## src/rtl/lcdsfw_pkg.sv

```systemverilog
package lcdsfw_pkg;

  // Request codes.
  localparam logic [1:0] REQ_CMD  = 2'd0;
  localparam logic [1:0] REQ_DATA = 2'd1;
  localparam logic [1:0] REQ_NUM  = 2'd2;

  // Register indices of the configuration port.
  localparam logic CFG_SEG_LO = 1'b0;
  localparam logic CFG_SEG_HI = 1'b1;

  // Frame identifiers, sent first in every frame.
  localparam logic [2:0] ID_CMD   = 3'b100;
  localparam logic [2:0] ID_WRITE = 3'b101;

  localparam int unsigned NumW      = 16;  // binary value width
  localparam int unsigned NumDigits = 5;   // decimal digits shown
  localparam int unsigned BcdW      = 4 * NumDigits;
  localparam int unsigned CntW      = 5;   // holds NumW

  localparam int unsigned FrameBits = 49;  // longest frame
  localparam int unsigned FrameCntW = 6;   // holds FrameBits

  localparam logic [FrameCntW-1:0] LenCmd  = FrameCntW'(12);
  localparam logic [FrameCntW-1:0] LenData = FrameCntW'(13);
  localparam logic [FrameCntW-1:0] LenNum  = FrameCntW'(FrameBits);

  // Frame handed to the shifter, left aligned so the first bit is the MSB.
  typedef struct packed {
    logic                 load;
    logic [FrameBits-1:0] bits;
    logic [FrameCntW-1:0] len;
  } frame_load_t;

  // Segment code of one decimal digit from the two table registers.
  function automatic logic [7:0] seg_code(input logic [3:0]  digit,
                                          input logic [63:0] tab_lo,
                                          input logic [15:0] tab_hi);
    logic [7:0] code;
    code = 8'h00;
    if (digit[3] == 1'b0) begin
      code = tab_lo[{digit[2:0], 3'b000} +: 8];
    end else if (digit == 4'd8) begin
      code = tab_hi[7:0];
    end else if (digit == 4'd9) begin
      code = tab_hi[15:8];
    end
    return code;
  endfunction

endpackage

```

## src/rtl/lcdsfw_bin2bcd.sv

```systemverilog
module lcdsfw_bin2bcd (
  input  logic                          clk_i,
  input  logic                          rst_ni,
  input  logic                          start_i,
  input  logic [lcdsfw_pkg::NumW-1:0]   value_i,
  output logic                          done_o,
  output logic [lcdsfw_pkg::BcdW-1:0]   bcd_o
);
  import lcdsfw_pkg::*;

  logic [NumW-1:0] bin_q, bin_d;
  logic [BcdW-1:0] bcd_q, bcd_d;
  logic [BcdW-1:0] bcd_adj;
  logic [CntW-1:0] cnt_q, cnt_d;
  logic            busy_q, busy_d;
  logic            done_q, done_d;

  // Shift-and-add-three: one binary bit enters bcd_q each busy cycle.
  always_comb begin
    for (int i = 0; i < NumDigits; i++) begin
      if (bcd_q[4*i +: 4] >= 4'd5) begin
        bcd_adj[4*i +: 4] = bcd_q[4*i +: 4] + 4'd3;
      end else begin
        bcd_adj[4*i +: 4] = bcd_q[4*i +: 4];
      end
    end
  end

  always_comb begin
    bin_d  = bin_q;
    bcd_d  = bcd_q;
    cnt_d  = cnt_q;
    busy_d = busy_q;
    done_d = 1'b0;
    if (start_i) begin
      bin_d  = value_i;
      bcd_d  = '0;
      cnt_d  = CntW'(NumW);
      busy_d = 1'b1;
    end else if (busy_q) begin
      bcd_d = {bcd_adj[BcdW-2:0], bin_q[NumW-1]};
      bin_d = {bin_q[NumW-2:0], 1'b0};
      cnt_d = cnt_q - CntW'(1);
      if (cnt_q == CntW'(1)) begin
        busy_d = 1'b0;
        done_d = 1'b1;
      end
    end
  end

  always_ff @(posedge clk_i or negedge rst_ni) begin
    if (!rst_ni) begin
      cnt_q  <= '0;
      busy_q <= 1'b0;
      done_q <= 1'b0;
    end else begin
      cnt_q  <= cnt_d;
      busy_q <= busy_d;
      done_q <= done_d;
    end
  end

  always_ff @(posedge clk_i) begin
    bin_q <= bin_d;
    bcd_q <= bcd_d;
  end

  assign done_o = done_q;
  assign bcd_o  = bcd_q;

endmodule

```

## src/rtl/lcdsfw_frame_shifter.sv

```systemverilog
module lcdsfw_frame_shifter (
  input  logic                    clk_i,
  input  logic                    rst_ni,
  input  lcdsfw_pkg::frame_load_t frame_i,
  output logic                    out_valid_o,
  input  logic                    out_stall_i,
  output logic                    serial_bit_o,
  output logic                    frame_last_o
);
  import lcdsfw_pkg::*;

  logic [FrameBits-1:0] sh_q, sh_d;
  logic [FrameCntW-1:0] cnt_q, cnt_d;
  logic                 valid_q, valid_d;
  logic                 take;

  assign take = valid_q && !out_stall_i;

  always_comb begin
    sh_d    = sh_q;
    cnt_d   = cnt_q;
    valid_d = valid_q;
    if (frame_i.load) begin
      sh_d    = frame_i.bits;
      cnt_d   = frame_i.len;
      valid_d = 1'b1;
    end else if (take) begin
      sh_d    = {sh_q[FrameBits-2:0], 1'b0};
      cnt_d   = cnt_q - FrameCntW'(1);
      valid_d = (cnt_q != FrameCntW'(1));
    end
  end

  always_ff @(posedge clk_i or negedge rst_ni) begin
    if (!rst_ni) begin
      cnt_q   <= '0;
      valid_q <= 1'b0;
    end else begin
      cnt_q   <= cnt_d;
      valid_q <= valid_d;
    end
  end

  always_ff @(posedge clk_i) begin
    sh_q <= sh_d;
  end

  assign out_valid_o  = valid_q;
  assign serial_bit_o = sh_q[FrameBits-1];
  assign frame_last_o = (cnt_q == FrameCntW'(1));

endmodule

```

## src/rtl/lcd_controller_serial_frame_writer_core.sv

```systemverilog
// Serial frame writer for a three-wire segment LCD controller. Each accepted
// command, data or number request becomes one chip-select frame, sent most
// significant bit first as one output word per serial bit, with frame_last_o
// flagging the bit after which chip select is released. A command frame
// (request type 0) is 12 bits, a nibble data write (type 1) is 13 bits and a
// number display (type 2) is 49 bits; request type 3 is accepted and produces
// nothing. The block works on one request at a time and holds in_stall_o high
// until the last bit of the frame has been taken. A number display goes
// through bit-serial binary to decimal conversion, a lookup of the five
// segment codes and the serial bits, and after the last bit the block returns
// to idle before it takes the next request. The output shift register moves
// one bit per cycle while the output is not stalled, and output stall delays
// the frame. The segment table registers are written through the cfg port;
// the user must write them only while the block is idle, which the block
// itself does not enforce. Both reset to zero.
module lcd_controller_serial_frame_writer_core (
  input  logic        clk_i,
  input  logic        rst_ni,

  input  logic        cfg_we_i,
  input  logic        cfg_index_i,
  input  logic [63:0] cfg_data_i,

  input  logic        in_valid_i,
  output logic        in_stall_o,
  input  logic [1:0]  req_type_i,
  input  logic [7:0]  command_byte_i,
  input  logic [5:0]  ram_address_i,
  input  logic [3:0]  data_nibble_i,
  input  logic [15:0] number_value_i,

  output logic        out_valid_o,
  input  logic        out_stall_i,
  output logic        serial_bit_o,
  output logic        frame_last_o
);
  import lcdsfw_pkg::*;

  // Control states.
  localparam logic [1:0] ST_IDLE = 2'd0;
  localparam logic [1:0] ST_CONV = 2'd1;
  localparam logic [1:0] ST_SEND = 2'd2;

  logic [1:0]  state_q, state_d;
  logic [63:0] seg_lo_q;
  logic [15:0] seg_hi_q;

  logic            in_take;
  logic            out_take;
  logic            conv_start;
  logic            conv_done;
  logic [BcdW-1:0] bcd;
  frame_load_t     frame;
  logic [8*NumDigits-1:0] seg_bits;

  // Segment table registers.
  always_ff @(posedge clk_i or negedge rst_ni) begin
    if (!rst_ni) begin
      seg_lo_q <= '0;
      seg_hi_q <= '0;
    end else if (cfg_we_i) begin
      if (cfg_index_i == CFG_SEG_LO) begin
        seg_lo_q <= cfg_data_i;
      end
      if (cfg_index_i == CFG_SEG_HI) begin
        seg_hi_q <= cfg_data_i[15:0];
      end
    end
  end

  assign in_stall_o = (state_q != ST_IDLE);
  assign in_take    = in_valid_i && !in_stall_o;
  assign out_take   = out_valid_o && !out_stall_i;
  assign conv_start = in_take && (req_type_i == REQ_NUM);

  // The leading digit is highest in the BCD word and is sent first.
  always_comb begin
    for (int i = 0; i < NumDigits; i++) begin
      seg_bits[8*i +: 8] = seg_code(bcd[4*i +: 4], seg_lo_q, seg_hi_q);
    end
  end

  // Frame assembly: commands and data writes load straight from the request,
  // number displays once the decimal digits are ready.
  always_comb begin
    frame.load = 1'b0;
    frame.bits = '0;
    frame.len  = LenCmd;
    if (state_q == ST_CONV) begin
      frame.load = conv_done;
      frame.bits = {ID_WRITE, 6'b000000, seg_bits};
      frame.len  = LenNum;
    end else if (in_take && (req_type_i == REQ_CMD)) begin
      frame.load = 1'b1;
      frame.bits = {ID_CMD, command_byte_i, 1'b0, (FrameBits-12)'(0)};
      frame.len  = LenCmd;
    end else if (in_take && (req_type_i == REQ_DATA)) begin
      frame.load = 1'b1;
      frame.bits = {ID_WRITE, ram_address_i, data_nibble_i, (FrameBits-13)'(0)};
      frame.len  = LenData;
    end
  end

  always_comb begin
    state_d = state_q;
    unique case (state_q)
      ST_IDLE: begin
        if (conv_start) begin
          state_d = ST_CONV;
        end else if (frame.load) begin
          state_d = ST_SEND;
        end
      end
      ST_CONV: begin
        if (conv_done) begin
          state_d = ST_SEND;
        end
      end
      ST_SEND: begin
        if (out_take && frame_last_o) begin
          state_d = ST_IDLE;
        end
      end
      default: begin
        state_d = ST_IDLE;
      end
    endcase
  end

  always_ff @(posedge clk_i or negedge rst_ni) begin
    if (!rst_ni) begin
      state_q <= ST_IDLE;
    end else begin
      state_q <= state_d;
    end
  end

  lcdsfw_bin2bcd u_bin2bcd (
    .clk_i   (clk_i),
    .rst_ni  (rst_ni),
    .start_i (conv_start),
    .value_i (number_value_i),
    .done_o  (conv_done),
    .bcd_o   (bcd)
  );

  lcdsfw_frame_shifter u_shifter (
    .clk_i        (clk_i),
    .rst_ni       (rst_ni),
    .frame_i      (frame),
    .out_valid_o  (out_valid_o),
    .out_stall_i  (out_stall_i),
    .serial_bit_o (serial_bit_o),
    .frame_last_o (frame_last_o)
  );

`ifndef NO_ASSERTIONS
  // Nothing is sent while the block is open for a new request.
  a_idle_quiet: assert property (@(posedge clk_i) disable iff (!rst_ni)
    !in_stall_o |-> !out_valid_o)
    else $error("output word valid while idle");

  // No bit leaves during the decimal conversion.
  a_conv_quiet: assert property (@(posedge clk_i) disable iff (!rst_ni)
    (state_q == ST_CONV) |-> !out_valid_o)
    else $error("output word valid during conversion");

  // Once the last bit is taken the frame is over and the block is idle.
  a_last_ends: assert property (@(posedge clk_i) disable iff (!rst_ni)
    (out_take && frame_last_o) |=> (!out_valid_o && !in_stall_o))
    else $error("frame did not end after its last bit");
`endif

endmodule

```

## config.mk

```make
export PLATFORM = sky130hd
export DESIGN_NAME = lcd_controller_serial_frame_writer_core
export DESIGN_NICKNAME = d
export VERILOG_FILES = /design/src/rtl/lcdsfw_pkg.sv /design/src/rtl/lcdsfw_bin2bcd.sv /design/src/rtl/lcdsfw_frame_shifter.sv /design/src/rtl/lcd_controller_serial_frame_writer_core.sv
export SDC_FILE = /design/constraint.sdc
export NUM_CORES = 1
export LEC_CHECK = 0
export BUFFER_PORTS_ARGS = -buffer_cell sky130_fd_sc_hd__buf_2
export CAP_MARGIN = 20
export CORE_MARGIN = 5
export CORE_UTILIZATION = 35
export DETAILED_ROUTE_END_ITERATION = 10
export PLACE_DENSITY_LB_ADDON = 0.15
export SETUP_SLACK_MARGIN = 0.02
export SLEW_MARGIN = 15
export SYNTH_ARGS = -nofsm -noshare
export SYNTH_HDL_FRONTEND = slang
export SYNTH_SLANG_ARGS = --single-unit
```

## constraint.sdc

```tcl
create_clock -name clk_i -period 4.47 [get_ports clk_i]
set_input_delay 0.2235 -clock clk_i [delete_from_list [all_inputs] [get_ports clk_i]]
set_output_delay 0.2235 -clock clk_i [all_outputs]
set_load 0.01 [all_outputs]
```

Word-level counts from Yosys, hierarchy flattened
Cells that the tools add are included.

operators by class
  $lt $le $gt $ge = 5
  bitwise operators = 1
  shift operators = 5
  equality and inequality tests = 20
  $add $sub $neg = 7
  reductions and logical operators = 16
  muxes and demuxes = 44

operator list
  kind                                                               count
  indexed part select 64 x 7 -> 8 bit                                5
  two-way mux 56 bit                                                 3
  two-way mux 8 bit                                                  15
  two-way mux 49 bit                                                 2
  equality test 4 bit, second input constant                         10
  two-way mux 16 bit                                                 2
  greater-or-equal comparator 4 x 3 -> 1 bit, second input constant  5
  adder 4 x 2 -> 4 bit, second input constant                        4
  two-way mux 4 bit                                                  4
  two-way mux 6 bit                                                  2
  two-way mux 5 bit                                                  2
  two-way mux 1 bit                                                  8
  two-way mux 2 bit                                                  4
  equality test 6 x 1 -> 1 bit, second input constant                1
  logical AND 1 bit                                                  6
  != test 6 x 1 -> 1 bit, second input constant                      1
  one-hot mux 2 bit (3 select lines)                                 1
  nonzero test 2 bit                                                 3
  subtractor 6 x 1 -> 6 bit, second input constant                   1
  equality test 5 x 1 -> 1 bit, second input constant                1
  subtractor 5 x 1 -> 5 bit, second input constant                   1
  equality test 2 x 1 -> 1 bit, second input constant                2
  equality test 2 bit, second input constant                         2
  zero test 2 bit                                                    2
  other kinds (9)                                                    11

storage, ports and cells
  output and inout port bits = 4
  bits in registers = 181
  input bits = 106
  word-level logic and storage cells = 109

Longest topological paths before layout
Gate-level depths: netlist of run 1.

  word-level depth = 10
  gate-level depth with buffers = 11
  depth with buffers taken out = 6

Cells and area by module
Synthesis of run 1 repeated with hierarchy kept, for this count alone.

second synthesis, totals
  cell total of the unflattened synthesis = 999
  area total of the unflattened synthesis = 11487.3 sq um

modules (own cells, without submodules)
  module                                   cells an instance  area an instance (sq um)  times used  sequential area each (sq um)
  lcd_controller_serial_frame_writer_core  638                6790.3                    1           2052.0
  lcdsfw_frame_shifter                     147                2449.8                    1           1646.6
  lcdsfw_bin2bcd                           214                2247.2                    1           1056.0

Least setup slack after synthesis of run 1
OpenSTA, ideal clock, no wires.

  kind = reg2reg
  start point = reg state_q[1]
  end point = reg u_shifter.sh_q[0] (enable)
  arrival = 2.611 ns
  slack = 1.452 ns
  cell stages (with the launch flop) = 7
  period minus slack after synthesis = 3.018 ns
  path buffers = 3
  path through = dfrtp_1 > or4b_4 > and2_4 > buf_6 > buf_6 > clkbuf_1 > nand2_1

on the way
  word-level cells in the longest chain between the ends = 8

ends and longest elaborated chain
  what                            line                                            RTL
  start, declared                 lcd_controller_serial_frame_writer_core.sv:44   logic [1:0] state_q, state_d;
  start signal, assigned          lcd_controller_serial_frame_writer_core.sv:134  state_q <= state_d;
  nonzero test 2 bit              lcd_controller_serial_frame_writer_core.sv:71   assign in_stall_o = (state_q != ST_IDLE);
  zero test 1 bit                 lcd_controller_serial_frame_writer_core.sv:72   assign in_take = in_valid_i && !in_stall_o;
  logical AND 1 bit               lcd_controller_serial_frame_writer_core.sv:72
  logical AND 1 bit               lcd_controller_serial_frame_writer_core.sv:97   end else if (in_take && (req_type_i == REQ_DATA)) begin
  two-way mux 56 bit              lcd_controller_serial_frame_writer_core.sv:97
  two-way mux 56 bit              lcd_controller_serial_frame_writer_core.sv:93   end else if (in_take && (req_type_i == REQ_CMD)) begin
  two-way mux 56 bit *            lcd_controller_serial_frame_writer_core.sv:89   if (state_q == ST_CONV) begin
  nonzero test 2 bit (no line) *  --
  end signal, assigned            lcdsfw_frame_shifter.sv:45                      sh_q <= sh_d;
  end, declared                   lcdsfw_frame_shifter.sv:12                      logic [FrameBits-1:0] sh_q, sh_d;

Mark *: on every way between the ends. The rest lies on a longest branch, timed or not.
A chain may end at the register's enable or synchronous reset.

Worst setup path after layout of run 1
  start point = reg state_q[1]
  end point = reg u_shifter.sh_q[28] (enable)

The elaborated chain is that of the path after synthesis.

==> impl_metrics.ini, run 1 <==
[floorplanning]
ios = 110
fp.dieW_um = 186
coreArea_sq_mm = 0.0306
num_rows = 64
die_h_um = 186
initial_core_util = 0.355
dieArea_sq_mm = 0.0346

[placement]
preCtsSetupSlack_ns = 1.61
dp_hpwl_um = 24000
numPortBuffers = 109
gp_congestion = 0.895

[clock_network]
clkSinkCount = 181
clockBufferDepth = 2
clk_pin_slew_ns = 0.07
root_buffer = clkbuf_16
cts.repair.resized = 0
numCtsBuffers = 17
cts_tree = yes
htreeDepth = 4
worst_skew_pair.late_latency_ns = 0.44

[yosys]
ys_top_cells_by_area = dfrtp_1 22%, edfxtp_1 18%, mux4_2 9.5%, mux2_2 8.4%, mux2i_1 7.2%
synth_adder_area_share = 0.0161
syn_area_sq_mm = 0.0109
yosys.area_share.simple = 0.141
synth_fp_nets = 1138
synth-compound-area-share = 0.105
syn_inst = 1018
synth_commonest_cells = 190 x nand2_1, 96 x dfrtp_1, 81 x mux2_2
yosys.area.top_type = dfrtp_1
ys_ff_latch = 181
synthMuxAreaShare = 0.251
synth_seq_area_share = 0.438
ys.flop_type = dfrtp_1
synth_edf_count = 65
yosys.cell_count.top_type = nand2_1
synthDistinctLibCells = 49
ys_async_sr_fraction = 0.530
synthXorXnorAreaFrac = 0.0121
synth.top_cell.area_share = 0.221
synth_warnings = 0
syn_avg_cell_area_sq_um = 10.7
synth_top_family_by_area = multiplexers

[worst_setup_path]
slowest_delay_ns = 0.73
crit_type = reg -> reg
crit_slowest_cell = nand2_2
crit_required_ns = 4.60
arrival_ns = 2.99
setup.worst_path.end_class = register
path_delay_family = simple AND/OR/NAND/NOR gates
cp_max_fo = 49
cp.buffers_inverters = 1
path_cells = or4b_4 -> and2_4 -> nand2_2 -> buf_4
worstSetupStartpointType = register

[power]
vdd_drop_max_v = 0.000245
p_sw_uw = 3110
cellInternalPower_uw = 4660
clockPowerShare = 0.193
p_seq_frac = 0.382
p_per_area_mw_per_mm2 = 625
p_leak_uw = 0.00496
p_sw_frac = 0.400
pwr-share-comb = 0.425

[timing]
finalClockSkew_ns = 0.0149
min_period_over_period = 0.641
hold_violations = 0
layout_min_cycle_time_ns = 2.86
fin_ws_ns = 1.61
fin_tns_setup_ns = 0
finalSetupViolCount = 0
worstMarginPinSlew_ns = 1.04
rsz0062_at_grt = false
finalMaxSlewViolations = 0
fmax_mhz = 349
slew_headroom = 0.303

[global_routing]
grt_use_total = 0.195
grt_pass1_vias = 8288
grt_pass1_wl_um = 50900
grt_max_degree = 65
gr-total-overflow = 0
antenna_found_initial = 0

[route]
antenna_left = 0
drt-initial-drc-count = 775
avgRoutedWirePerCell_um = 22.3
via_per_inst = 5.56
drtPass1Iterations = 6
drc = 0
via_count = 8383
routed_wl_um = 33500

[job]
cap_violations = 0

[outcome]
outcome = complete, no violations

[finish]
fill_cells = 3003
nNetsFinal = 1218
diodes = 0
area_growth_pct = 14.5
drive_gt1_frac = 0.269

[hold_path]
hold_class = in -> reg
## cell families (layout without fill, tap and decap cells)
logic type | count (synthesis) | in the layout
flip-flops | 181 | 181
buffers and inverters | 96 | 189
multiplexers | 205 | 205
AO/OA/AOI/OAI | 176 | 176
adder cells (fa/ha/maj) | 14 | 14
XOR/XNOR | 15 | 15
AND/OR/NAND/NOR | 331 | 331
## layer usage
metal / vias up / wire, um / GRT usage
met5: - / 0 / 0
met4: 0 / 928 / 0.0615
met1: 4056 / 15100 / 0.282
met3: 55 / 3020 / 0.0518
met2: 351 / 14500 / 0.286
li1: 3921 / - / -
## final cells by class
type                            instances  area (sq um)  share of cell area
Multi-Input combinational cell        741          5720               0.460
Sequential cell                       181          4760               0.383
Inverter                               16          60.1             0.00483
Clock inverter                         14           141              0.0114
Tap cell                              396           495              0.0399
Clock buffer                           18           429              0.0345
Timing Repair Buffer                  141           825              0.0664
## worst paths after layout
check	start	cells after the start	slack, ns	end
max in group asynchronous	rst_ni	3	3.05	seg_lo_q[38]
hold / removal	cfg_data_i[45]	2	0.01	seg_lo_q[45]
setup reg to reg	state_q[1]	4	1.61	u_shifter.sh_q[28]
hold reg to reg	u_bin2bcd.done_o	1	0.51	state_q[0]
setup / recovery	state_q[1]	4	1.61	u_shifter.sh_q[28]
min in group asynchronous	rst_ni	2	0.41	u_bin2bcd.done_o
## placed cells by master (no fill, tap or decap), types with 22 or more instances in the layout
cell and n:
nand2_1 189, buf_2 109, dfrtp_1 96, mux2_2 81, mux2i_1 78, o21ai_0 65
edfxtp_1 65, a22oi_1 50, mux4_2 46, nand3_1 41, nor2_1 24, a21oi_1 23
nand2b_1 22
## through the flow
| step | area, sq um | instances | hold WS [ns] | utilization | total power, uW |
|---|---|---|---|---|---|
| 2_1_floorplan | 10900 | 1018 | -0.0721 | - | 5250 |
| 3_3_place_gp | 11700 | 1457 | 0.376 | 0.382 | 6210 |
| 3_5_place_dp | 11700 | 1457 | 0.367 | 0.382 | 6240 |
| 4_1_cts | 12400 | 1499 | 0.000257 | 0.404 | 7770 |
| 5_1_grt | 12400 | 1507 | 0.000543 | 0.406 | 8260 |
| 6_report | 12400 | 1507 | 0.0108 | 0.406 | 7770 |
## flip-flops by register name, summed over array words and instances (netlist names)
signal / flops
seg_lo_q: 64
u_shifter.sh_q: 49
u_bin2bcd.bcd_o: 20
seg_hi_q: 16
u_bin2bcd.bin_q: 16
u_shifter.cnt_q: 6
u_bin2bcd.cnt_q: 5
state_q: 2
u_bin2bcd.busy_q: 1
u_bin2bcd.done_o: 1
u_shifter.out_valid_o: 1
## power groups by stage
stage | Sequential [uW] | Combinational [uW] | Clock, uW
floorplan | 2640 | 2610 | 0
global placement | 2990 | 3220 | 0
detailed placement | 3000 | 3240 | 0
CTS | 2970 | 3270 | 1540
global route | 3040 | 3620 | 1600
finish | 2970 | 3300 | 1500
## timing repair
item,in CTS,in global routing
setup buffers,0,0
hold endpoints to repair,66,5
hold buffers,10,5
Note: power is estimated with default switching activity, not from simulation.
==> inputs of run 2 (changes only) <==
- ABC_AREA: not set -> 1
- clock period: 4.47 -> 2.8 ns (I/O delays scaled with it)
==> run 2 against run 1 <==
- via count grew 39%
- sequential share of layout area is 4.3 points lower
- highest routed layer unchanged
- critical endpoint is now u_shifter.sh_q[11]
- design area grew 13%
- count of clock-buffer cells in the layout increased by 2
- combinational power increased by 120%
- critical path type unchanged
- clock skew barely moved
- utilization increased by 2.1 points
- largest power group unchanged
- clock power grew 59%
- non-clock buffer count up 83
==> impl_metrics.ini, run 2 <==
[outcome]
outcome = complete, no violations

[yosys]
syn_inst = 1704
synth_commonest_cells = 617 x nand2_1, 163 x inv_1, 141 x nor2_1
yosys.cell_count.top_type = nand2_1
synth_edf_count = 65
synthDistinctLibCells = 35
syn_area_sq_mm = 0.0116
synth_fp_nets = 1824
synth.top_cell.area_share = 0.206
synth_warnings = 0
yosys.area.top_type = dfrtp_1
synth_seq_area_share = 0.409
ys_ff_latch = 181
ys_async_sr_fraction = 0.530
syn_avg_cell_area_sq_um = 6.83
ys_top_cells_by_area = dfrtp_1 21%, nand2_1 20%, edfxtp_1 17%, o21ai_0 5.7%, inv_1 5.3%
ys.flop_type = dfrtp_1

[worst_setup_path]
path_cells = inv_2 -> ha_1 -> inv_1 -> nor2_1 -> inv_1 -> o21ai_0 -> nor2_1 -> nor2_1 -> nand2_1 -> nand2_1
cp_max_fo = 18
rrSetupSlack_ns = 0.71
crit_type = reg -> reg
crit_slowest_cell = dfxtp_1
crit_required_ns = 3.00
setup.worst_path.end_class = register
cp_common_cell = nor2_1
arrival_ns = 2.30
r2r-end = u_shifter.sh_q[11]
rr_startpoint = u_bin2bcd.bcd_o[5]
worstSetupStartpointType = register
worstRegToRegCells = 10
slowest_delay_ns = 0.47

[hold_path]
hold_path_startpoint = cfg_data_i[13]
hold_end = seg_hi_q[13]
hold_class = in -> reg
min_path_cells = 3

[power]
p_sw_uw = 6830
p_sw_frac = 0.489
vdd_drop_max_v = 0.000562
cellInternalPower_uw = 7150
clockPowerShare = 0.171
p_per_area_mw_per_mm2 = 1000
p_seq_frac = 0.311
pwr-share-comb = 0.518
p_leak_uw = 0.00681

[route]
drc = 0
drt-initial-drc-count = 1074
avgRoutedWirePerCell_um = 17.9
drtPass1Iterations = 6
antenna_left = 0
via_per_inst = 5.06
via_count = 11678
routed_wl_um = 41200

[timing]
slew_headroom = 0.326
min_period_over_period = 0.748
finalMaxSlewViolations = 0
fin_ws_ns = 0.706
layout_min_cycle_time_ns = 2.09
fmax_mhz = 478
finalSetupViolCount = 0
worstMarginPinSlew_ns = 1.01
rsz0062_at_grt = false
finalClockSkew_ns = 0.0152
fin_tns_setup_ns = 0
hold_violations = 0

[global_routing]
grt_pass1_vias = 11033
grt_max_degree = 102
grt_pass1_wl_um = 64600
grt_use_total = 0.226
gr-total-overflow = 0
antenna_found_initial = 0

[floorplanning]
fp.dieW_um = 192
initial_core_util = 0.356
die_h_um = 192
ios = 110
num_rows = 66
dieArea_sq_mm = 0.0370
coreArea_sq_mm = 0.0327

[finish]
layout_commonest_cell = nand2_1
nNetsFinal = 1973
diodes = 0
fill_cells = 3483
utilization = 0.427
layout_common_cells = 616 x nand2_1, 162 x inv_1, 141 x nor2_1, 132 x o21ai_0, 108 x buf_2
drive_gt1_frac = 0.109
largest_register_ffs = 64
area_growth_pct = 20.1
top_register = seg_lo_q

[clock_network]
htreeDepth = 4
clkSinkCount = 181
cts.repair.resized = 0
root_buffer = clkbuf_16
cts_tree = yes
clk_pin_slew_ns = 0.08
numCtsBuffers = 17
worst_skew_pair.late_latency_ns = 0.46
clockBufferDepth = 2

[placement]
gp_congestion = 0.957
preCtsSetupSlack_ns = 0.768
numPortBuffers = 109
dp_hpwl_um = 30200

[job]
cap_violations = 0
## run 2: cell count changes after synthesis, moves of 67 or more
cell	before	now
mux2i_1	78	0
mux2_2	81	11
inv_1	15	163
o21ai_0	65	132
nand2_1	190	617
a21oi_1	23	97
nor2_1	24	141
## run 2: layer usage
| layer | track usage | wire (um) | share of wire | vias to the layer above |
|---|---|---|---|---|
| met3 | 0.0396 | 2720 | 0.066 | 59 |
| li1 | - | - | - | 5800 |
| met2 | 0.333 | 17600 | 0.43 | 397 |
| met5 | 0 | 0 | 0 | - |
| met1 | 0.338 | 19900 | 0.48 | 5422 |
| met4 | 0.0719 | 1070 | 0.026 | 0 |
## run 2: worst max-delay path, delay by kind of cell, from the launching register on
family	cells	cell delay [ns]
buf+inv	3	0.53
flops	1	0.47
simple gates	5	0.39
fa+ha+maj	1	0.35
compound gates	1	0.10
## run 2: worst max-delay path by stage
stage                        startpoint                 end  cells past startpoint
finish               u_bin2bcd.bcd_o[5]  u_shifter.sh_q[11]                     10
floorplan                    state_q[0]   u_shifter.sh_q[0]                      7
global placement    u_bin2bcd.bcd_o[10]  u_shifter.sh_q[19]                      9
CTS                          state_q[0]  u_bin2bcd.bcd_o[9]                      7
global route        u_bin2bcd.bcd_o[13]  u_shifter.sh_q[27]                     10
detailed placement   u_bin2bcd.bcd_o[5]  u_shifter.sh_q[11]                     10
## run 2: power groups by stage
stage               clock network [uW]  logic [uW]  registers [uW]
global placement                     0        6950            4350
finish                            2390        7250            4350
floorplan                            0        5070            4030
detailed placement                   0        6980            4370
CTS                               2450        7150            4330
global route                      2550        8090            4440
## run 2: layout make-up
| class | instances | area, sq um | share of cell area |
|---|---|---|---|
| Clock buffer | 20 | 458 | 0.0328 |
| Clock inverter | 12 | 113 | 0.00806 |
| Multi-Input combinational cell | 1253 | 5760 | 0.412 |
| Timing Repair Buffer | 224 | 1680 | 0.120 |
| Tap cell | 442 | 553 | 0.0396 |
| Sequential cell | 181 | 4760 | 0.340 |
| Inverter | 176 | 661 | 0.0473 |
## run 2: timing repair
item                                   in CTS  in global routing
buffers inserted                            0                  0
endpoints found under the hold margin     150                  0
hold buffers                               91                  0
## run 2: cell families (layout without fill, tap and decap cells)
| kind of cell | count (synthesis) | count (layout) | synth area share |
|---|---|---|---|
| flops | 181 | 181 | 0.409 |
| xor+xnor | 8 | 8 | 0.00602 |
| fa+ha+maj | 14 | 14 | 0.0151 |
| compound gates | 309 | 309 | 0.148 |
| mux | 11 | 11 | 0.0106 |
| buf+inv | 270 | 432 | 0.0969 |
| simple gates | 911 | 911 | 0.315 |
## run 2: per-stage QoR
| step | cells | hold slack [ns] | power [uW] | instance area (sq um) |
|---|---|---|---|---|
| floorplan | 1704 | -0.156 | 9090 | 11600 |
| global placement | 2185 | 0.252 | 11300 | 12500 |
| detailed placement | 2185 | 0.254 | 11400 | 12500 |
| CTS | 2308 | 0.00759 | 13900 | 14000 |
| global route | 2308 | 0.0348 | 15100 | 14000 |
| finish | 2308 | 0.0264 | 14000 | 14000 |
